## src/rtl/h2d_pkg.sv

```systemverilog
`timescale 1ns / 1ps
`default_nettype none

package h2d_pkg;

	// Value and digit sizing
	localparam int VALUE_BITS     = 32;
	localparam int MAX_DEC_DIGITS = 10;
	// Decimal digits needed for VALUE_BITS bits: ceil(VALUE_BITS * log10(2))
	localparam int BCD_CELLS      = (VALUE_BITS * 30103 + 99999) / 100000;
	localparam int DIG_IDX_W      = $clog2(BCD_CELLS);
	localparam int DIG_CNT_W      = $clog2(BCD_CELLS + 1);
	localparam int BIT_CNT_W      = $clog2(VALUE_BITS);
	localparam int LIMIT_W        = 4;

	// Character codes
	localparam logic [7:0] CHAR_ZERO   = 8'd48;
	localparam logic [7:0] CHAR_LOW_A  = 8'd97;
	localparam logic [7:0] CHAR_LOW_F  = 8'd102;
	localparam logic [7:0] LETTER_BIAS = 8'd87;
	localparam logic [LIMIT_W-1:0] LIMIT_RESET = LIMIT_W'(10);

	typedef struct packed {
		logic [7:0] hex_char;
		logic       last_char;
	} char_item_t;

	typedef struct packed {
		logic [5:0] dec_char;
		logic       fits;
		logic       last_digit;
	} dig_item_t;

	typedef struct packed {
		logic load;
		logic shift;
	} chain_ctl_t;

	typedef logic [BCD_CELLS-1:0][3:0] bcd_row_t;

	typedef enum logic [1:0] {
		ST_ACCUM,
		ST_CONV,
		ST_SIZE,
		ST_EMIT
	} state_t;

endpackage

`default_nettype wire

```

## src/rtl/h2d_bcd_cell.sv

```systemverilog
`timescale 1ns / 1ps
`default_nettype none

module h2d_bcd_cell (
	input  wire logic       clk,
	input  wire logic       arst_n,
	input  wire logic       clear,
	input  wire logic       shift,
	input  wire logic       bit_in,
	output logic            carry_out,
	output logic [3:0]      digit
);
	import h2d_pkg::*;

	logic [3:0] digit_q;
	logic [3:0] adj;

	// add-3 correction ahead of the shift
	always_comb begin
		adj = (digit_q >= 4'd5) ? (digit_q + 4'd3) : digit_q;
	end

	assign carry_out = adj[3];
	assign digit     = digit_q;

	always_ff @(posedge clk or negedge arst_n) begin
		if (!arst_n) begin
			digit_q <= 4'd0;
		end else if (clear) begin
			digit_q <= 4'd0;
		end else if (shift) begin
			digit_q <= {adj[2:0], bit_in};
		end
	end

endmodule

`default_nettype wire

```

## src/rtl/h2d_bcd_chain.sv

```systemverilog
`timescale 1ns / 1ps
`default_nettype none

module h2d_bcd_chain (
	input  wire logic                            clk,
	input  wire logic                            arst_n,
	input  wire h2d_pkg::chain_ctl_t             ctl,
	input  wire logic [h2d_pkg::VALUE_BITS-1:0]  value,
	output h2d_pkg::bcd_row_t                    digits
);
	import h2d_pkg::*;

	logic [VALUE_BITS-1:0] bin_q;
	logic [BCD_CELLS:0]    carry;

	// binary shift register feeds the row MSB first
	always_ff @(posedge clk) begin
		if (ctl.load) begin
			bin_q <= value;
		end else if (ctl.shift) begin
			bin_q <= {bin_q[VALUE_BITS-2:0], 1'b0};
		end
	end

	assign carry[0] = bin_q[VALUE_BITS-1];

	// row of BCD digit cells, least significant at index 0
	for (genvar i = 0; i < BCD_CELLS; i++) begin : g_cell
		h2d_bcd_cell u_cell (
			.clk       (clk),
			.arst_n    (arst_n),
			.clear     (ctl.load),
			.shift     (ctl.shift),
			.bit_in    (carry[i]),
			.carry_out (carry[i+1]),
			.digit     (digits[i])
		);
	end

endmodule

`default_nettype wire

```

## src/rtl/hex_to_decimal_ascii_converter_top.sv

```systemverilog
// Hex characters are taken one per cycle while accumulating.
// After the last character: double-dabble of the VALUE_BITS (32) bit value through
// the BCD cell row, a sizing state, then one result item per cycle while the
// receiver does not stall (1 to 10 items).
// Reset (arst_n low, async) clears the accumulator, sets digit_limit to 10.
`timescale 1ns / 1ps
`default_nettype none

module hex_to_decimal_ascii_converter_top (
	input  wire logic                          clk,
	input  wire logic                          arst_n,
	input  wire logic                          char_valid,
	output logic                               char_stall,
	input  wire h2d_pkg::char_item_t           char_item,
	output logic                               dig_valid,
	input  wire logic                          dig_stall,
	output h2d_pkg::dig_item_t                 dig_item,
	input  wire logic                          cfg_we,
	input  wire logic [h2d_pkg::LIMIT_W-1:0]   cfg_wdata
);
	import h2d_pkg::*;

	state_t                  state_q, state_nxt;
	logic [VALUE_BITS-1:0]   acc_q, acc_nxt, weight;
	logic [LIMIT_W-1:0]      limit_q;
	logic [BIT_CNT_W-1:0]    bit_cnt_q;
	logic [DIG_IDX_W-1:0]    idx_q, top_idx;
	logic                    fits_q, fits_calc;
	logic [DIG_CNT_W-1:0]    dig_cnt;
	logic                    char_take, emit_ok, emit_last;
	chain_ctl_t              chain_ctl;
	bcd_row_t                digits;
	logic                    dig_valid_q;
	dig_item_t               dig_item_q, emit_item;

	// character weight and accumulate
	always_comb begin
		if (char_item.hex_char >= CHAR_LOW_A && char_item.hex_char <= CHAR_LOW_F) begin
			weight = VALUE_BITS'(char_item.hex_char) - VALUE_BITS'(LETTER_BIAS);
		end else begin
			weight = VALUE_BITS'(char_item.hex_char) - VALUE_BITS'(CHAR_ZERO);
		end
		acc_nxt = {acc_q[VALUE_BITS-5:0], 4'b0000} + weight;
	end

	// digit count from the highest nonzero cell
	always_comb begin
		top_idx = '0;
		for (int i = 0; i < BCD_CELLS; i++) begin
			if (digits[i] != 4'd0) begin
				top_idx = DIG_IDX_W'(i);
			end
		end
		dig_cnt   = DIG_CNT_W'(top_idx) + DIG_CNT_W'(1);
		fits_calc = (32'(dig_cnt) <= 32'(limit_q)) && (32'(dig_cnt) <= 32'(MAX_DEC_DIGITS));
	end

	// next state
	always_comb begin
		state_nxt = state_q;
		unique case (state_q)
			ST_ACCUM: begin
				if (char_take && char_item.last_char) begin
					state_nxt = ST_CONV;
				end
			end
			ST_CONV: begin
				if (bit_cnt_q == BIT_CNT_W'(VALUE_BITS - 1)) begin
					state_nxt = ST_SIZE;
				end
			end
			ST_SIZE: begin
				state_nxt = ST_EMIT;
			end
			ST_EMIT: begin
				if (emit_ok && emit_last) begin
					state_nxt = ST_ACCUM;
				end
			end
			default: state_nxt = ST_ACCUM;
		endcase
	end

	// control outputs
	always_comb begin
		char_stall      = (state_q != ST_ACCUM);
		char_take       = char_valid && !char_stall;
		chain_ctl.load  = char_take && char_item.last_char;
		chain_ctl.shift = (state_q == ST_CONV);
		emit_ok         = (state_q == ST_EMIT) && (!dig_valid_q || !dig_stall);
		emit_last       = !fits_q || (idx_q == '0);
		if (fits_q) begin
			emit_item.dec_char = CHAR_ZERO[5:0] + {2'b00, digits[idx_q]};
			emit_item.fits     = 1'b1;
		end else begin
			emit_item.dec_char = 6'd0;
			emit_item.fits     = 1'b0;
		end
		emit_item.last_digit = emit_last;
	end

	// state, accumulator and counters
	always_ff @(posedge clk or negedge arst_n) begin
		if (!arst_n) begin
			state_q   <= ST_ACCUM;
			acc_q     <= '0;
			limit_q   <= LIMIT_RESET;
			bit_cnt_q <= '0;
			idx_q     <= '0;
			fits_q    <= 1'b0;
		end else begin
			state_q <= state_nxt;
			if (cfg_we) begin
				limit_q <= cfg_wdata;
			end
			if (char_take) begin
				acc_q <= char_item.last_char ? '0 : acc_nxt;
			end
			if (chain_ctl.load) begin
				bit_cnt_q <= '0;
			end else if (chain_ctl.shift) begin
				bit_cnt_q <= bit_cnt_q + BIT_CNT_W'(1);
			end
			if (state_q == ST_SIZE) begin
				idx_q  <= top_idx;
				fits_q <= fits_calc;
			end else if (emit_ok) begin
				idx_q <= idx_q - DIG_IDX_W'(1);
			end
		end
	end

	// output register
	always_ff @(posedge clk or negedge arst_n) begin
		if (!arst_n) begin
			dig_valid_q <= 1'b0;
		end else if (emit_ok) begin
			dig_valid_q <= 1'b1;
		end else if (!dig_stall) begin
			dig_valid_q <= 1'b0;
		end
	end

	always_ff @(posedge clk) begin
		if (emit_ok) begin
			dig_item_q <= emit_item;
		end
	end

	assign dig_valid = dig_valid_q;
	assign dig_item  = dig_item_q;

	h2d_bcd_chain u_chain (
		.clk    (clk),
		.arst_n (arst_n),
		.ctl    (chain_ctl),
		.value  (acc_nxt),
		.digits (digits)
	);

endmodule

`default_nettype wire

```

## config.mk

```make
export PLATFORM = sky130hd
export DESIGN_NAME = hex_to_decimal_ascii_converter_top
export DESIGN_NICKNAME = d
export VERILOG_FILES = /design/src/rtl/h2d_pkg.sv /design/src/rtl/h2d_bcd_cell.sv /design/src/rtl/h2d_bcd_chain.sv /design/src/rtl/hex_to_decimal_ascii_converter_top.sv
export SDC_FILE = /design/constraint.sdc
export NUM_CORES = 1
export LEC_CHECK = 0
export BUFFER_PORTS_ARGS = -buffer_cell sky130_fd_sc_hd__buf_2
export CAP_MARGIN = 10
export CORE_ASPECT_RATIO = 1.4
export CORE_UTILIZATION = 55
export CTS_BUF_LIST = sky130_fd_sc_hd__clkbuf_8
export DETAILED_ROUTE_END_ITERATION = 8
export PLACE_DENSITY_LB_ADDON = 0.05
export SLEW_MARGIN = 30
export SYNTH_ARGS = -nofsm -noshare
export SYNTH_HDL_FRONTEND = slang
export SYNTH_SLANG_ARGS = --single-unit
```

## constraint.sdc

```tcl
create_clock -name clk -period 6.7 [get_ports clk]
set_input_delay 0.67 -clock clk [delete_from_list [all_inputs] [get_ports clk]]
set_output_delay 0.67 -clock clk [all_outputs]
set_load 0.03 [all_outputs]
```

==> impl.org, run 1 <==
** Drt
- For this run, design rule violations remaining after detail routing come to 0.
- Antenna-violating nets left :: 0
- After detailed routing, the average wire length per cell comes to about 18 um.
- For this run, the detailed router's first-pass iteration total came to 4.
- For this block, the routed nets add up to ~20000 um of wire.
- In this run, the number of DRC markers left after iteration 0 of detailed routing was 304.
- Vias per cell :: 5.91
- The routed layout has 6677 vias.

** Worst setup path
- The signal on the critical path passes through buf_2 -> ha_1 -> a211oi_1 -> a21oi_1 -> a211oi_2 -> o21a_2 -> ha_1 -> a21o_1 -> a21oi_2 -> a21boi_2 -> o31a_1 -> o21a_1 -> or3_1 -> a31o_2.
- Of all nets on the critical path, the largest fanout is 25.
- Cell mode on critical path :: ha_1
- The number of buffers and inverters on the critical path is 1.
- Worst setup path category :: in2reg
- Worst EP required :: 6.91 ns
- On the critical path the largest part of the delay comes from compound AO/OA/AOI/OAI gates.
- At the worst endpoint, the arrival time is roughly 4.6 ns.
- The worst setup path is launched from an input pin.
- Setup crit end kind :: flop
- CP max stage cell :: o21a_2
- Maximum single-stage delay on the critical path :: between 0.6 and 0.7 ns

** Die
- During I/O placement, the number of pins put on the boundary was 28.
- DIE AREA :: 15600 um^2
- Number of rows in the core area :: 52
- The die is 147 um tall.
- Floorplan Core Area :: between 10000 and 15000 um^2
- For this configuration, the core starts out at a cell density of 0.569.
- The floorplan step set the die width to between 100 and 150 um.

** Pwr
- Across the VDD grid, the largest voltage drop is 0.000203 V.
- Pwr/cell area :: 463 nW/um^2
- Static Leak :: a little under 4 nW

** Synth
- Share of the synthesized area in the top cell type :: 0.251
- Number of distinct library cells after synthesis :: between 60 and 70
- Number of register bits inferred by synthesis :: 124
- Yosys mapped a number of flops with a built-in enable equal to 39.
- The cell count after synthesis came out at 913.
- Library cell with the highest instance count after synthesis :: nand2_1
- Total standard cell area after synthesis :: slightly above 8000 um^2
- Share of synthesized area occupied by flip-flops and latches :: 0.398
- Ys async rst share :: 0.685
- Top_reg_cell synth :: dfrtp_1
- The number of nets in the synthesized netlist is 1003.
- Cell type with the largest total area after synthesis :: dfrtp_1
- Commonest cells in the netlist :: 117 x nand2_1, 99 x o21ai_0, 83 x dfrtp_1, 77 x nor2_1, 71 x ha_1
- Average cell area after synthesis :: approximately 9 um^2
- Top post-synthesis cells by area :: dfrtp_1 25%, edfxtp_1 14%, ha_1 11%, o21ai_0 6.0%, nand2_1 5.3%
- Count of yosys warnings during synthesis :: 0

** Clock network
- Latest clock arrival within the worst-skew pair :: 0.45 ns
- Clock tree synthesis found a total of 124 sinks.
- Hold repair after CTS inserted 0 buffers.
- After clock tree synthesis, the clock-pin slew on the worst setup and hold paths is 0.08 ns.
- The root buffer cell chosen for the clock tree is clkbuf_8.
- Once the clock tree was built, the setup fixing pass inserted 0 buffers.
- Clock buffers created by TritonCTS :: 17
- The longest clock path from root to sink contains 2 buffers.
- Total number of H-tree levels :: 4
- TritonCTS built the clock tree.
- Post-CTS repair changed the size of 0 cells.

** Global route
- Sum of overflow across all layers after global routing :: 0
- Largest net degree at the start of global routing :: 63
- The first global-routing pass estimated ~33000 um of wire.
- Total Routing Usage GR :: 0.269
- Vias in the first global route :: 6943
- The initial antenna violation count was 0.

** Cells and area
- Of the cells placed in the final design, the portion with a size suffix greater than 1 is 0.100.
- Storage cell area :: approximately 3300 um^2
- Summing all multi-input logic gate instances after layout gives 4670 um^2.
- Nets :: 1017
- Filler Cells Inserted :: about 1300
- P&R area growth vs syn :: 9.21%
- Number of antenna cells inserted :: 0
- Finished Layout Cells :: 1129

** Place
- Detailed placement finished with a half-perimeter wire length of 14300 um.
- Number of cells in the design after placement :: roughly 1100
- Port Buffer Count :: 27
- At the end of routability-driven placement, the weighted congestion stood at 0.918.
- Place WS :: between 1.5 and 2 ns

** STA
- The routed design could run at a clock period as short as 4.35 ns.
- Setup repair after global routing missed its margin :: false
- Setup violations remaining at the end of the flow were counted as 0.
- Measured against its own limit, the worst slew margin works out to 0.484.
- Final worst-path setup slack :: 2.35 ns
- Transition time at the pin with the least slew margin :: 0.774 ns
- Total negative slack :: 0 ns
- Hold Worst Slack :: 0.149 ns
- Final hold violations :: 0
- The max-slew violation count is 0.
- The clock arrives with 0.0108 ns of skew.
- FMAX :: 230 MHz
- Crit share post-route :: 0.649

** Worst hold path
- The path class of the tightest hold or removal check is in2async.

** Flow run
- The tool flagged a number of max-cap violations equal to 0.

** Run status
- The flow ran to the end, and the final reports show no timing, DRC or antenna violations.
## cells in the final DEF (no fill, tap or decap), drive strengths merged, types with 4 or more instances in the layout
master  netlist  routed
nor2         78      78
a211oi       17      17
nand2       117     117
a21oi        69      69
o22ai         5       5
o21ai       101     101
xnor2        31      31
o31ai         7       7
buf           6      35
o21bai        6       6
o211ai        5       5
clkbuf       34      18
bufinv        0       6
a31oi         4       4
a21o          6       6
mux2i        26      26
nand4         8       8
nand3        23      23
and3          7       7
nor3b        12      12
nand2b       15      15
xor2         15      15
inv          46      48
edfxtp       39      39
dfrtp        83      83
and2          9       9
a21boi        9       9
ha           71      71
clkinv        0       4
o21a          4       4
nor3         11      11
mux4          8       8
## path summary, 6_finish.rpt
path	start	to	slack, ns	depth (start not counted)
setup / recovery	char_item[5]	u_chain.bin_q[14]	2.35	14
hold / removal	arst_n	u_chain.g_cell[9].u_cell.digit[3]	0.15	1
setup reg to reg	u_chain.g_cell[1].u_cell.digit[0]	fits_q	2.74	17
hold reg to reg	acc_q[23]	acc_q[23]	0.49	2
max in group asynchronous	arst_n	acc_q[0]	5.42	2
min in group clk	cfg_wdata[1]	limit_q[1]	0.45	3
## report_power, final
part	total, mW	internal, mW	switching [mW]	leakage, nW
Sequential	1.48	1.16	0.316	1.46
Combinational	1.92	0.789	1.13	2.24
Clock	0.791	0.486	0.305	0.241
## registers in the layout, indices dropped and copies added (netlist names)
| name | cells |
|---|---|
| state_q | 2 |
| u_chain.g_cell.u_cell.digit | 40 |
| idx_q | 4 |
| fits_q | 1 |
| bit_cnt_q | 5 |
| u_chain.bin_q | 32 |
| dig_item | 7 |
| limit_q | 4 |
| acc_q | 28 |
| dig_valid | 1 |
## worst register-to-register path: cells and delay by family (launching register included)
family / cells / cell delay [ns]
flip-flops: 1 / 0.43
adder cells (fa/ha/maj): 3 / 0.85
buffers and inverters: 2 / 0.17
AO/OA/AOI/OAI: 8 / 1.46
multiplexers: 1 / 0.27
AND/OR/NAND/NOR: 3 / 0.66
## metrics by stage
step / power (mW) / utilization / area (um^2)
after global routing: 4.53 / 0.621 / 9050
after detailed placement: 3.41 / 0.589 / 8580
after floorplan: 2.89 / - / 8290
after CTS: 4.22 / 0.621 / 9050
final: 4.19 / 0.621 / 9050
after global placement: 3.31 / 0.589 / 8580
## kinds of logic (layout without fill, tap and decap cells)
| kind of cell | count (synthesis) | after routing | synth area share |
|---|---|---|---|
| and+or+nand+nor | 297 | 297 | 0.165 |
| adders and majority gates | 72 | 72 | 0.110 |
| AOI/OAI and AO/OA | 251 | 251 | 0.182 |
| buffers and inverters | 86 | 113 | 0.0395 |
| DFF | 124 | 124 | 0.398 |
| xor gates and xnor gates | 46 | 46 | 0.0486 |
| muxes | 37 | 37 | 0.0572 |
## final cells by class
type / count / area share
Multi-Input combinational cell: 703 / 0.516
Clock inverter: 14 / 0.0250
Sequential cell: 124 / 0.365
Inverter: 46 / 0.0191
Clock buffer: 18 / 0.0274
Timing Repair Buffer: 35 / 0.0218
Tap cell: 189 / 0.0261
## routing by layer
metal,routed length (um),track usage,vias to the layer above
li1,-,-,3260
met1,7570,0.276,3212
met2,10800,0.512,146
met3,542,0.0470,59
met4,889,0.142,0
met5,0,0,-
(Power assumes the default switching activity.)
==> run 2: changes to the inputs <==
--- a/config.mk
+++ b/config.mk
@@ -5,6 +5,7 @@
 export SDC_FILE = /design/constraint.sdc
 export NUM_CORES = 1
 export LEC_CHECK = 0
+export ABC_AREA = 1
 export BUFFER_PORTS_ARGS = -buffer_cell sky130_fd_sc_hd__buf_2
 export CAP_MARGIN = 10
 export CORE_ASPECT_RATIO = 1.4
==> constraint.sdc (replaced) <==
create_clock -name clk -period 4.4 [get_ports clk]
set_input_delay 0.44 -clock clk [delete_from_list [all_inputs] [get_ports clk]]
set_output_delay 0.44 -clock clk [all_outputs]
set_load 0.03 [all_outputs]
==> impl.org, run 2 <==
** Run status
- The flow ran to the end, and the final reports show no timing, DRC or antenna violations.

** Clock network
- CTS sink cnt :: ~120
- The H-tree was split into 4 levels.
- Number of buffers inserted to repair setup after CTS :: 0
- CTS tree :: done
- Worst-path clk slew :: ~0.08 ns
- After clock tree synthesis, the repair step resized 0 gates.
- At the later pin of the worst-skew pair, clock insertion delay measures 0.46 ns.
- In this run, CTS created clock tree buffers numbering 17.
- Deepest clock path buffer count :: 2
- Count of hold buffers inserted by post-cts repair :: 0
- CTS Root Buffer Type :: clkbuf_8

** Worst setup path
- The most numerous cell type found on the critical path is nand2_1.
- STA classifies the critical path startpoint as an input pin.
- For this run, the slowest stage of the critical path takes 0.36 ns.
- In this run the worst path has a maximum fanout of 24.
- At the worst endpoint, the required time is 4.63 ns.
- Series of cell instances along the critical path :: buf_2 -> ha_1 -> nor2_1 -> nand2_1 -> nand2_1 -> nand3_4 -> nand2_1 -> nand2_1 -> inv_1 -> buf_4 -> ha_1 -> nand2_1 -> nand2_1 -> a21oi_2 -> nand3_2 -> nand3_1 -> nand3b_1 -> nand3_1 -> nand2_1
- For this design, the slowest cell found on the critical path is ha_1.
- Category of cells accounting for the largest share of critical-path delay :: simple AND/OR/NAND/NOR gates
- WP data arrival :: 3.28 ns
- The worst setup path is captured at a flop.
- Buffers and inverters on the worst path :: 3
- Worst setup path category :: in2reg

** Pwr
- Flop pwr share :: 0.316
- Power share of the clock group :: 0.195
- NetSw :: 2.80 mW
- Switching Fraction :: 0.448
- Static Leak :: 4.95 nW
- Internal power comes to 3.46 mW.
- The completed layout was analyzed and its total power is 6.26 mW.
- The share of total power dissipated in combinational logic is 0.489.
- IR Drop Worst-Case VDD :: 0.000545 V
- Pwr/cell area :: 653 nW/um^2

** Synth
- Number of register bits inferred by synthesis :: 124
- Synthesis produced a netlist whose cell count is 1209.
- Cell type with the largest total area after synthesis :: dfrtp_1
- Top_reg_cell synth :: dfrtp_1
- Ys async rst share :: 0.685
- After synthesis, the most frequently instantiated cells are 359 x nand2_1, 167 x inv_1, 113 x o21ai_0, 93 x nand3_1, 83 x dfrtp_1.
- Of the synthesized area, sequential elements account for 0.376.
- Library cell with the highest instance count after synthesis :: nand2_1
- Yosys mapped the design onto 47 distinct sky130hd cell types.
- Share of the synthesized area in the top cell type :: 0.237
- Yosys attributes the largest share of cell area to dfrtp_1 24%, nand2_1 15%, edfxtp_1 13%, ha_1 10%, inv_1 7.1%.
- During synthesis, Yosys emitted a total of 0 warnings.
- Net count of the mapped netlist :: 1299
- Number of flops mapped to enable cells by yosys :: 39
- Total standard cell area after synthesis :: 8780 um^2
- Average cell area after synthesis :: 7.26 um^2

** STA
- Crit share post-route :: 0.693
- Headroom to the max-slew limit :: 0.435
- Setup violations remaining at the end of the flow were counted as 0.
- Total negative slack :: 0 ns
- The hold violation count in the final report is 0.
- Final worst-path setup slack :: roughly 1.4 ns
- Time the worst path needs with I/O delays and setup :: 3.05 ns
- The max-slew violation count came to 0.
- Setup repair after global routing missed its margin :: false
- Transition time at the pin with the least slew margin :: 0.844 ns
- Hold Worst Slack :: between 0.03 and 0.04 ns
- Static timing analysis puts the maximum clock frequency at 328 MHz.
- Clock skew on the completed layout was measured at 0.0112 ns.

** Global route
- The number of global-route vias before repair came to 7669.
- Met2 Usage GRT :: 0.533
- In the global route stage, overall resource usage came out at 0.286.
- The first global-routing pass estimated 35900 um of wire.
- Summed over all layers, the global routing overflow is 0.
- Entering global routing, the biggest net connects 56 pins.
- M1 GR Usage :: 0.296
- For met3 alone, demand over resource in global routing was 0.0535.
- Initial antenna violation count :: 0
- Most congested layer reported by global routing :: met2

** Drt
- The detail route stage leaves a number of antenna-violating nets equal to 0.
- Total Routed Length :: 22100 um
- After detailed routing, the average wire length per cell comes to 15.3 um.
- The first detailed-routing pass took 5 iterations.
- Via count :: 7828
- The detailed router finished its first iteration with roughly 380 violations.
- Vias per cell :: 5.42
- After detailed routing, the number of remaining DRC violations is 0.

** Place
- Port Buffer Count :: 27
- At the end of routability-driven placement, the weighted congestion stood at slightly below 1.
- Place WS :: roughly 0.90 ns
- Number of cells in the design after placement :: 1413
- DP HPWL :: 16500 um

** Cells and area
- The finished layout holds roughly 1400 standard cells, fillers aside.
- In the layout the commonest cells are 358 x nand2_1, 167 x inv_1, 113 x o21ai_0.
- The repair_antennas step left the layout with diodes totalling 0.
- P&R area growth vs syn :: 9.23%
- Number of flip-flops under the largest register name :: 40
- Share of post-route cells with drive strength above 1 :: 0.0953
- Summing all flip-flop and latch instances after layout gives around 3300 um^2.
- Filler Cells Inserted :: between 1000 and 1500
- Leaving out fill and tap cells, the most frequent cell in the layout is nand2_1.
- The net count of the finished layout is between 1000 and 1500.
- Area occupied by multi-input gates :: approximately 4700 um^2

** Die
- In this run the count of I/O pins placed on the die edge is 28.
- The die covers 16500 um^2.
- The die is 152 um tall.
- The initialized floorplan defines 54 standard-cell rows.
- The core region is between 15000 and 20000 um^2.
- Die X :: 109 um
- Initial standard-cell utilization of the core :: 0.563

** Flow run
- Max cap viols :: 0

** Worst hold path
- Worst min-delay path class :: in2async
run 2: per-layer routing:
layer / vias up / routed length, um
met3: 76 / 602
met1: 3607 / 8760
met2: 154 / 11700
li1: 3991 / -
met5: - / 0
met4: 0 / 1080
run 2: logic make-up after synthesis:
kind of cell    after synthesis  synth area share
compound gates              211             0.132
mux                           1           0.00128
buf+inv                     211            0.0922
xor+xnor                     17            0.0170
flops                       124             0.376
simple gates                573             0.279
fa+ha+maj                    72             0.103
run 2: power by group through the flow:
stage / clock network, mW / logic, mW / registers (mW)
after floorplan: 0 / 2.27 / 1.97
after global placement: 0 / 3.00 / 1.99
after detailed placement: 0 / 3.06 / 1.99
after CTS: 1.24 / 3.07 / 1.98
after global routing: 1.29 / 3.51 / 2.03
final: 1.22 / 3.06 / 1.98
run 2: through the flow:
step                      utilization  instance area, um^2
after detailed placement        0.584                 9120
after CTS                       0.615                 9590
after global routing            0.615                 9590
after global placement          0.584                 9120
after floorplan                     -                 8780
final                           0.615                 9590
run 2: area by class of cell:
class                           instances  share of cell area
Clock buffer                           19              0.0273
Clock inverter                         13              0.0219
Inverter                              184              0.0720
Multi-Input combinational cell        874               0.487
Sequential cell                       124               0.344
Tap cell                              196              0.0256
Timing Repair Buffer                   35              0.0219
run 2: worst register-to-register path, delay by kind of cell (launching register included):
| kind | cells | cell delay, ns |
|---|---|---|
| AOI/OAI and AO/OA | 2 | 0.23 |
| adders and majority gates | 3 | 0.63 |
| DFF | 1 | 0.45 |
| xor gates and xnor gates | 1 | 0.23 |
| and+or+nand+nor | 12 | 0.87 |
| buffers and inverters | 4 | 0.32 |
run 2: worst paths after layout:
check	startpoint	endpoint	slack, ns	cells after the start
min	arst_n	acc_q[16]	0.03	1
max	char_item[5]	u_chain.bin_q[21]	1.35	19
max in group asynchronous	arst_n	u_chain.g_cell[3].u_cell.digit[1]	3.43	2
min in group clk	cfg_wdata[3]	limit_q[3]	0.18	3
max reg2reg	u_chain.g_cell[3].u_cell.digit[0]	fits_q	1.55	22
min reg2reg	limit_q[1]	limit_q[1]	0.50	2
